### src/design/sga_pkg.sv
`default_nettype none
package sga_pkg;

  localparam int FRAC_BITS_DEF = 16;

  localparam int POS_W = 32;
  localparam int MU_W  = 31;
  localparam int MAG_W = 33;
  localparam int SQ_W  = 66;
  localparam int RT_W  = 33;
  localparam int MM_W  = 64;
  localparam int DEN_W = 99;
  localparam int NUM_W = 131;
  localparam int Q_W   = 32;
  localparam int CFG_IDX_W = 3;

  typedef enum logic [CFG_IDX_W-1:0] {
    REG_CENTER_X = 3'd0,
    REG_CENTER_Y = 3'd1,
    REG_CENTER_Z = 3'd2,
    REG_GRAV     = 3'd3,
    REG_SOFT     = 3'd4
  } cfg_reg_e;

  typedef enum logic [1:0] {
    ST_NORMAL = 2'd0,
    ST_MU_ZERO = 2'd1,
    ST_NEAR    = 2'd2,
    ST_SAT     = 2'd3
  } status_e;

  typedef struct packed {
    logic [RT_W-1:0]         r;
    logic [SQ_W-1:0]         rem;
    logic [SQ_W-1:0]         e;
    logic [2:0][MM_W-1:0]    mm;
    logic [2:0]              neg;
    logic                    muz;
    logic                    near;
  } sqrt_t;

  typedef struct packed {
    logic [DEN_W-1:0]        den;
    logic [2:0][NUM_W-1:0]   rem;
    logic [2:0][Q_W-1:0]     q;
    logic [2:0]              ovf;
    logic [2:0]              neg;
    logic                    muz;
    logic                    near;
  } div_t;

endpackage
`default_nettype wire

### src/design/sga_sqrt_cell.sv
`default_nettype none
module sga_sqrt_cell
  import sga_pkg::*;
#(
  parameter int BIT = RT_W - 1
) (
  input  wire logic  clk_i,
  input  wire logic  rst_ni,
  input  wire logic  en_i,
  input  wire logic  valid_i,
  input  wire sqrt_t data_i,
  output logic       valid_o,
  output sqrt_t      data_o
);

  localparam int EXT_W = SQ_W + 2;

  logic [EXT_W-1:0] trial;
  logic [EXT_W-1:0] rem_x;
  logic [EXT_W-1:0] diff;
  logic             ge;
  sqrt_t            data_d;
  logic             valid_q;
  sqrt_t            data_q;

  always_comb begin
    trial  = ({{(EXT_W-RT_W){1'b0}}, data_i.r} << (BIT + 1)) |
             ({{(EXT_W-1){1'b0}}, 1'b1} << (2 * BIT));
    rem_x  = {2'b00, data_i.rem};
    diff   = rem_x - trial;
    ge     = (rem_x >= trial);
    data_d = data_i;
    if (ge) begin
      data_d.rem    = diff[SQ_W-1:0];
      data_d.r[BIT] = 1'b1;
    end
  end

  always_ff @(posedge clk_i or negedge rst_ni) begin
    if (!rst_ni) begin
      valid_q <= 1'b0;
    end else if (en_i) begin
      valid_q <= valid_i;
    end
  end

  always_ff @(posedge clk_i) begin
    if (en_i && valid_i) begin
      data_q <= data_d;
    end
  end

  assign valid_o = valid_q;
  assign data_o  = data_q;

endmodule
`default_nettype wire

### config.mk
export PLATFORM = sky130hd
export DESIGN_NAME = sga_sqrt_cell
export DESIGN_NICKNAME = d
export VERILOG_FILES = /design/src/design/sga_pkg.sv /design/src/design/sga_sqrt_cell.sv
export SDC_FILE = /design/constraint.sdc
export NUM_CORES = 1
export LEC_CHECK = 0
export BUFFER_PORTS_ARGS = -buffer_cell sky130_fd_sc_hd__buf_2
export CELL_PAD_IN_SITES_DETAIL_PLACEMENT = 1
export CELL_PAD_IN_SITES_GLOBAL_PLACEMENT = 1
export CORE_AREA = 2 2 281 283
export CTS_CLUSTER_SIZE = 8
export DETAILED_ROUTE_END_ITERATION = 8
export DIE_AREA = 0 0 283 285
export GPL_ROUTABILITY_DRIVEN = 0
export PLACE_DENSITY_LB_ADDON = 0.05
export SLEW_MARGIN = 25
export SYNTH_ARGS = -nofsm -noshare
export SYNTH_HDL_FRONTEND = slang
export SYNTH_SLANG_ARGS = --single-unit
### constraint.sdc
create_clock -name clk_i -period 0.8 [get_ports clk_i]
set_clock_uncertainty 0.05 [all_clocks]
set_input_delay 0 -clock clk_i [delete_from_list [all_inputs] [get_ports clk_i]]
set_output_delay 0 -clock clk_i [all_outputs]
set_load 0.02 [all_outputs]
==> impl_metrics.env <==
export IMPL_outcome="finished with violations"
export IMPL_violations="negative hold slack, negative setup slack"
export IMPL_slew_violations=0
export IMPL_drc=0
export IMPL_grt_usage=0.160
export IMPL_layout_commonest_cell="buf_2"
export IMPL_cp_slowest_cell="fa_2"
export IMPL_cts_tree="done"
export IMPL_fp_coreArea_mm2=0.0780
export IMPL_timing_fmax_ghz=0.517
export IMPL_vias_per_cell=3.75
export IMPL_worst_pin_slew_ns=0.615
export IMPL_clock_latency_ns=0.61
export IMPL_arrival_ns=2.22
export IMPL_fp_dieW_um=283
export IMPL_synthCells=721
export IMPL_hold_class="input port to flop"
export IMPL_async_reset_ff_frac=0.00275
export IMPL_synth_top_area_frac=0.821
export IMPL_post_place_ws_ns=-2.01
export IMPL_synth_area_leaders="edfxtp_1 82%, ha_1 3.0%, o21ai_0 1.4%, nand2_1 1.2%, a21oi_1 1.1%"
export IMPL_syn_to_final_growth_pct=111
export IMPL_ir_drop_v=0.00138
export IMPL_post_route_cells_drive_above_1_share=0.539
export IMPL_antenna_found_initial=16
export IMPL_rsz0062_at_grt="true"
export IMPL_final_antenna_net_count=0
export IMPL_r2r_slack_ns=-0.04
export IMPL_vias=11800
export IMPL_grt_ovfl_total=0
export IMPL_cts_sinks=363
export IMPL_grt_pass1_vias=12900
export IMPL_fin_crit_ns=1.94
export IMPL_layout_common_cells="407 x buf_2, 364 x dlygate4sd3_1, 362 x edfxtp_1"
export IMPL_clockRootBuffer="clkbuf_16"
export IMPL_crit_family="compound AO/OA/AOI/OAI gates"
export IMPL_syn_nets=1120
export IMPL_netlist_area_mm2=0.0132
export IMPL_drv_cap=0
export IMPL_clkTransAtPathRegs_ns=0.05
export IMPL_clk_path_buf_depth=3
export IMPL_portBuffers=728
export IMPL_fp_dieH_um=285
export IMPL_synth_edf_count=362
export IMPL_fin_nets=2452
export IMPL_ys_ff_latch=363
export IMPL_post_route_util=0.359
export IMPL_crit_buf_inv=2
export IMPL_num_io_pins=729
export IMPL_start_kind="input port"
export IMPL_ys_types=52
export IMPL_initial_core_util=0.170
export IMPL_hpwl_um=51300
export IMPL_end_kind="flop"
export IMPL_synthesis_area_per_instance_um2=18.4
export IMPL_fin_ws_ns=-1.14
export IMPL_required_ns=1.08
export IMPL_ys_seq_area_frac=0.823
export IMPL_hold_viol_final=5
export IMPL_yosysWarnings=0
export IMPL_hold_ws_ns=-0.472
export IMPL_setup_viol=759
export IMPL_cts_buffers=52
export IMPL_num_rows=103
export IMPL_cp_max_fo=3
export IMPL_powerDensity_mw_per_mm2=1970
export IMPL_synth_ff_type="edfxtp_1"
export IMPL_min_period_over_period=2.42
export IMPL_drtIter0Drc=493
export IMPL_grt_start_max_net_pins=43
export IMPL_dr_pass1_iters=4
export IMPL_relSlewSlack=0.587
export IMPL_worst_setup_path_type="input port to flop"
export IMPL_htreeDepth=2
export IMPL_crit_top_cell="o211ai_1"
export IMPL_routed_wl_um=66900
export IMPL_static_leakage_power_nw=11.6
export IMPL_cp_cell_sequence="buf_4, buf_6, fa_2, nor2b_4, o31a_1, o21a_1, o211ai_1, a21boi_1, o211ai_1, nand4b_1, o311ai_0, mux2_4"
export IMPL_die_area_mm2=0.0807
export IMPL_synth_top_area_cell="edfxtp_1"
export IMPL_wire_per_inst_um=21.4
export IMPL_grt_pass1_wl_um=93800
export IMPL_cpPeakStageDelay_ns=0.41
-- synthesized netlist by cell type, types with 5 or more instances --
| cell | instances |
|---|---|
| nor3_1 | 5 |
| xor2_1 | 15 |
| buf_2 | 8 |
| inv_1 | 40 |
| ha_1 | 32 |
| mux2_4 | 5 |
| nor4_1 | 9 |
| a21boi_0 | 5 |
| o21a_1 | 5 |
| xnor2_1 | 12 |
| a21oi_1 | 30 |
| o21ai_0 | 38 |
| edfxtp_1 | 362 |
| nand4_1 | 10 |
| nor2_1 | 14 |
| a21o_1 | 16 |
| nand3_1 | 10 |
| nand2_1 | 44 |
-- final cells by class --
class | instances | area, um^2
timing repair buffer | 1293 | 11300
tap | 1050 | 1310
clock inverter | 7 | 82.6
antenna | 6 | 15.0
multi-input combinational | 303 | 2850
inverter | 40 | 175
sequential | 363 | 10900
fill | 8247 | 50000
clock buffer | 70 | 1370
-- registers in the layout (all words and copies together), names as in the netlist --
register / cells
valid_o: 1
data_o: 362
-- through the flow --
stage | hold WS [ns] | instances | total power [mW] | setup TNS [ns] | area, um^2
CTS | -0.516 | 3106 | 55.7 | -258.03 | 27000
global route | -0.507 | 3128 | 57.8 | -283.26 | 28000
floorplan | -0.346 | 721 | 26.9 | -845.02 | 13400
global placement | -0.272 | 2645 | 31.2 | -172.82 | 19700
detailed placement | -0.269 | 2645 | 31.2 | -162.78 | 19700
finish | -0.472 | 3132 | 55.3 | -252.54 | 28000
-- cells by family after synthesis --
logic type | share of synthesized area
compound gates | 0.0610
mux | 0.00652
simple gates | 0.0429
flops | 0.823
xor+xnor | 0.0179
buf+inv | 0.0175
fa+ha+maj | 0.0317
-- report_power, final --
part / switching, mW / leakage (nW) / internal [mW] / total, mW
combinational: 5.59 / 7.49 / 6.24 / 11.8
clock: 8.55 / 0.699 / 11.8 / 20.4
sequential: 0.553 / 3.40 / 22.5 / 23.1
total: 14.7 / 11.6 / 40.6 / 55.3
-- what timing repair did --
action / in CTS / in global routing
hold buffers: 358 / 8
resized for setup: 574 / 222
endpoints found under the hold margin: 370 / 15
endpoints found under the setup margin: 398 / 754
gates cloned: 5 / 4
pin swaps: 30 / 33
buffers inserted: 21 / 10
-- metal layers --
metal / wire, um / vias to the layer above / global-route usage
met4: 2070 / 16 / 0.0536
met5: 107 / - / 0
li1: - / 5460 / -
met3: 4490 / 114 / 0.0526
met2: 36200 / 390 / 0.298
met1: 24100 / 5771 / 0.167
-- path summary, 6_finish.rpt --
check,startpoint,endpoint,depth (start not counted)
worst max-delay path,data_i[330],data_o[312],12
worst min-delay path,data_i[329],data_o[329],1
worst max register to register,valid_o,valid_o,1
worst min register to register,valid_o,valid_o,1
max in group asynchronous,rst_ni,valid_o,3
min in group asynchronous,rst_ni,valid_o,3
Power figures use the tool's default switching activity.
