<file path="src/design/sga_pkg.sv">
`default_nettype none
package sga_pkg;

  localparam int FRAC_BITS_DEF = 16;

  localparam int POS_W = 32;
  localparam int MU_W  = 31;
  localparam int MAG_W = 33;
  localparam int SQ_W  = 66;
  localparam int RT_W  = 33;
  localparam int MM_W  = 64;
  localparam int DEN_W = 99;
  localparam int NUM_W = 131;
  localparam int Q_W   = 32;
  localparam int CFG_IDX_W = 3;

  typedef enum logic [CFG_IDX_W-1:0] {
    REG_CENTER_X = 3'd0,
    REG_CENTER_Y = 3'd1,
    REG_CENTER_Z = 3'd2,
    REG_GRAV     = 3'd3,
    REG_SOFT     = 3'd4
  } cfg_reg_e;

  typedef enum logic [1:0] {
    ST_NORMAL = 2'd0,
    ST_MU_ZERO = 2'd1,
    ST_NEAR    = 2'd2,
    ST_SAT     = 2'd3
  } status_e;

  typedef struct packed {
    logic [RT_W-1:0]         r;
    logic [SQ_W-1:0]         rem;
    logic [SQ_W-1:0]         e;
    logic [2:0][MM_W-1:0]    mm;
    logic [2:0]              neg;
    logic                    muz;
    logic                    near;
  } sqrt_t;

  typedef struct packed {
    logic [DEN_W-1:0]        den;
    logic [2:0][NUM_W-1:0]   rem;
    logic [2:0][Q_W-1:0]     q;
    logic [2:0]              ovf;
    logic [2:0]              neg;
    logic                    muz;
    logic                    near;
  } div_t;

endpackage
`default_nettype wire

</file>
<file path="src/design/sga_div_cell.sv">
`default_nettype none
module sga_div_cell
  import sga_pkg::*;
#(
  parameter int SH = Q_W
) (
  input  wire logic clk_i,
  input  wire logic rst_ni,
  input  wire logic en_i,
  input  wire logic valid_i,
  input  wire div_t data_i,
  output logic      valid_o,
  output div_t      data_o
);

  logic [NUM_W-1:0] dsh;
  logic [2:0]       ge;
  div_t             data_d;
  logic             valid_q;
  div_t             data_q;

  always_comb begin
    dsh    = {{(NUM_W-DEN_W){1'b0}}, data_i.den} << SH;
    data_d = data_i;
    for (int i = 0; i < 3; i++) begin
      ge[i] = (data_i.rem[i] >= dsh);
    end
  end

  div_t data_s;
  if (SH == Q_W) begin : g_top
    always_comb begin
      data_s     = data_d;
      data_s.ovf = ge;
    end
  end else begin : g_step
    always_comb begin
      data_s = data_d;
      for (int i = 0; i < 3; i++) begin
        if (ge[i]) begin
          data_s.rem[i]    = data_i.rem[i] - dsh;
          data_s.q[i][SH]  = 1'b1;
        end
      end
    end
  end

  always_ff @(posedge clk_i or negedge rst_ni) begin
    if (!rst_ni) begin
      valid_q <= 1'b0;
    end else if (en_i) begin
      valid_q <= valid_i;
    end
  end

  always_ff @(posedge clk_i) begin
    if (en_i && valid_i) begin
      data_q <= data_s;
    end
  end

  assign valid_o = valid_q;
  assign data_o  = data_q;

endmodule
`default_nettype wire

</file>
<file path="config.mk">
export PLATFORM = sky130hd
export DESIGN_NAME = sga_div_cell
export DESIGN_NICKNAME = d
export VERILOG_FILES = /design/src/design/sga_pkg.sv /design/src/design/sga_div_cell.sv
export SDC_FILE = /design/constraint.sdc
export NUM_CORES = 1
export LEC_CHECK = 0
export ABC_AREA = 1
export BUFFER_PORTS_ARGS = -buffer_cell sky130_fd_sc_hd__buf_2
export CORE_AREA = 3 3 468 470
export DETAILED_ROUTE_END_ITERATION = 10
export DIE_AREA = 0 0 471 473
export SYNTH_ARGS = -nofsm -noshare
export SYNTH_HDL_FRONTEND = slang
export SYNTH_SLANG_ARGS = --single-unit
</file>
<file path="constraint.sdc">
create_clock -name clk_i -period 0.8 [get_ports clk_i]
set_clock_uncertainty 0.05 [all_clocks]
set_input_delay 0.16 -clock clk_i [delete_from_list [all_inputs] [get_ports clk_i]]
set_output_delay 0.16 -clock clk_i [all_outputs]
set_load 0.03 [all_outputs]
</file>
==> flow_summary_export.csv <==
group,metric,value,unit
cts,cts_tree,"done",
yosys,ys_warn_count,0,
worst_setup_path,crit_buf_inv,1,
route,firstDrtPassIters,5,
yosys,synthArstFlopShare,0.168,%
sta,min_period,1.69,ns
yosys,yosysTopAreaCell,"edfxtp_1",
sta,setup_viol,632,
route,vias,25900,
pwr,p_total,100,mW
pwr,swShare,30.6,%
global_routing,grt_pass1_wl,246000,um
global_routing,gr-total-overflow,0,
final_layout,syn2layout_area_growth,121,%
yosys,synth_area_leaders,"edfxtp_1 (69%), ha_1 (14%), nand2_1 (5.1%)",
yosys,syn_inst,1890,
sta,worstMarginPinSlew,0.657,ns
sta,hold_viol_final,0,
floorplanning,initial_utilization,12.1,%
sta,layout_setup_ws,-0.892,ns
floorplanning,die_area,223000,sq um
final_layout,drive_gt1_share,53.1,%
floorplanning,num_rows,170,
worst_setup_path,required,0.59,ns
route,drc,0,
sta,maxSlewHeadroom,56.1,%
pwr,p_int,69.6,mW
cts,clk_latency,0.68,ns
cts,numCtsBuffers,76,
yosys,synth-seq-cells,597,
global_routing,grt_max_degree,36,
route,ant_nets,0,
flow_run,maxCapViolations,0,
final_layout,nets,5184,
pwr,powerDensity,1750,nW/um^2
worst_setup_path,crit_path_top_delay_cell,"edfxtp_1",
route,drt-total-wl,194000,um
worst_setup_path,cp_cell_sequence,"buf_12",
sta,rsz0062_at_grt,"true",
pwr,peakVddDrop,1.54,mV
worst_setup_path,cp-end-kind,"primary output",
placement,dp_hpwl,159000,um
floorplanning,ios,1197,
floorplanning,core-area,215000,sq um
worst_setup_path,critical_path_class,"flop to primary output",
yosys,syn_avg_cell_area,13.7,sq um
worst_setup_path,start_kind,"flop",
pwr,seqPwrFrac,38.2,%
yosys,syn_area,25900,sq um
sta,setup_tns,-394.82,ns
global_routing,antenna_found_initial,84,
pwr,pwr-share-clk,36.2,%
cts,clk_pin_slew,0.08,ns
worst_setup_path,slowest_delay,0.57,ns
cts,cts_num_sinks,597,
global_routing,gr-usage-all-layers,16.5,%
status,outcome,"finished, violations left",
status,violations,"negative setup slack",
sta,drv_slew,0,
worst_setup_path,worstPathArrival,1.48,ns
worst_setup_path,critPathTopFamily,"flip-flops",
cts,cts_root_buf,"clkbuf_16",
sta,finalCritPeriodShare,211,%
global_routing,grt_pass1_vias,27500,
pwr,comb_power_share,25.6,%
yosys,synth_ff_type,"edfxtp_1",
pwr,power_switching,30.7,mW
yosys,synth_edf_count,596,
yosys,synth_cell_types,31,
route,post_drt_wl_per_cell,26.9,um
sta,max_freq,0.591,GHz
worst_setup_path,cp_max_fo,1,
min_path,hp-class,"input pin to flop",
floorplanning,die_height,473,um
final_layout,fillers,21900,
yosys,seq_area_frac_synth,69.1,%
route,vias_per_cell,3.58,
yosys,syn-num-nets,2787,
cts,cts_buffer_depth,3,
floorplanning,dieWidth,471,um
cts,htree_levels,3,
placement,gp_congestion,0.910,
placement,port_buffers,1193,
pwr,p_leak,23.8,nW
yosys,yosysTopAreaCellShare,69.0,%
route,drtIter0Drc,1425,
cell usage after synthesis (all sizes together), types with 3 or more instances:
| library cell | n |
|---|---|
| nand4 | 10 |
| nand3 | 27 |
| or2 | 3 |
| nor2 | 171 |
| ha | 297 |
| nor3 | 8 |
| a21oi | 142 |
| nand2 | 358 |
| inv | 196 |
| o21a | 16 |
| o21bai | 4 |
| edfxtp | 596 |
| a21o | 8 |
| and2 | 9 |
| o21ai | 36 |
metrics by stage:
step | std cells | utilization [%] | hold WS (ns) | area, sq um | setup WS [ns]
floorplan | 1890 | - | -0.186 | 27500 | -8.82
global placement | 6429 | 20.3 | -0.116 | 43700 | -1.95
detailed placement | 6429 | 20.3 | -0.114 | 43700 | -1.93
CTS | 7167 | 25.8 | -0.384 | 55400 | -1.10
global route | 7220 | 26.7 | 0.0658 | 57300 | -1.03
finish | 7222 | 26.7 | 0.133 | 57300 | -0.892
cells in the final DEF (no fill, tap or decap), types with 8 or more instances in the layout:
cell             n
dlygate4sd3_1  597
edfxtp_1       596
buf_2          551
buf_6          485
buf_4          477
nand2_1        263
buf_12         191
ha_1           153
ha_4           143
a21oi_1        113
nor2_1          98
inv_1           96
clkbuf_16       84
nand2_2         60
inv_4           51
nor2_4          44
diode_2         37
inv_2           36
nand2_4         31
nor2_2          29
a21oi_2         28
o21ai_0         25
o21a_1          16
inv_6           14
clkinv_1        14
nand3_1         12
o21ai_1         10
nand4_1         10
nand3_4          9
clkinv_4         9
a21o_1           8
bufinv_16        8
worst paths after layout:
check	startpoint	endpoint	slack, ns	cells past startpoint
worst max register to register	valid_o$_DFFE_PN0P_	valid_o$_DFFE_PN0P_	0.13	2
worst max-delay path	data_o[6]$_DFFE_PP_	data_o[6]	-0.89	1
min in group asynchronous	rst_ni	valid_o$_DFFE_PN0P_	0.28	3
worst min register to register	valid_o$_DFFE_PN0P_	valid_o$_DFFE_PN0P_	0.50	2
worst min-delay path	data_i[24]	data_o[24]$_DFFE_PP_	0.13	2
max in group asynchronous	rst_ni	valid_o$_DFFE_PN0P_	0.31	3
per-layer routing:
layer	wire, um	share of wire (%)	vias up	global-route usage (%)
met3	18700	9.6	327	6.36
met2	94800	49	1359	28.4
met4	8780	4.5	14	7.01
li1	-	-	11600	-
met1	71800	37	12500	18.1
met5	85	0.044	-	0
cell type report:
type / instances / area [sq um] / share of cell area [%]
Timing Repair Buffer: 2319 / 22000 / 38.4
Sequential cell: 597 / 17900 / 31.3
Multi-Input combinational cell: 1096 / 10200 / 17.7
Tap cell: 2838 / 3550 / 6.20
Clock buffer: 81 / 1940 / 3.39
Inverter: 197 / 943 / 1.65
Clock inverter: 57 / 651 / 1.14
Antenna cell: 37 / 92.6 / 0.162
flip-flops by register name (all words and copies together) (netlist names):
| signal | cells |
|---|---|
| data_o | 596 |
| valid_o | 1 |
power groups by stage:
stage / combinational, mW / sequential, mW / clock (mW)
detailed placement: 20.3 / 38.6 / 0
global placement: 20.2 / 38.6 / 0
global route: 27.3 / 38.5 / 38.7
CTS: 24.6 / 38.4 / 37.7
floorplan: 3.84 / 42.6 / 0
finish: 25.7 / 38.3 / 36.3
cells by family after synthesis:
logic type | synth area share [%]
simple gates | 9.49
flops | 69.1
compound gates | 4.24
buf+inv | 2.85
fa+ha+maj | 14.3
repair_timing:
action,CTS,global route
pin swaps,35,134
setup endpoints to repair,600,1196
cloned,0,9
hold buffers,596,2
resized for setup,958,363
endpoints found under the hold margin,595,1
setup buffers,6,11
Note: power is estimated with default switching activity, not from simulation.
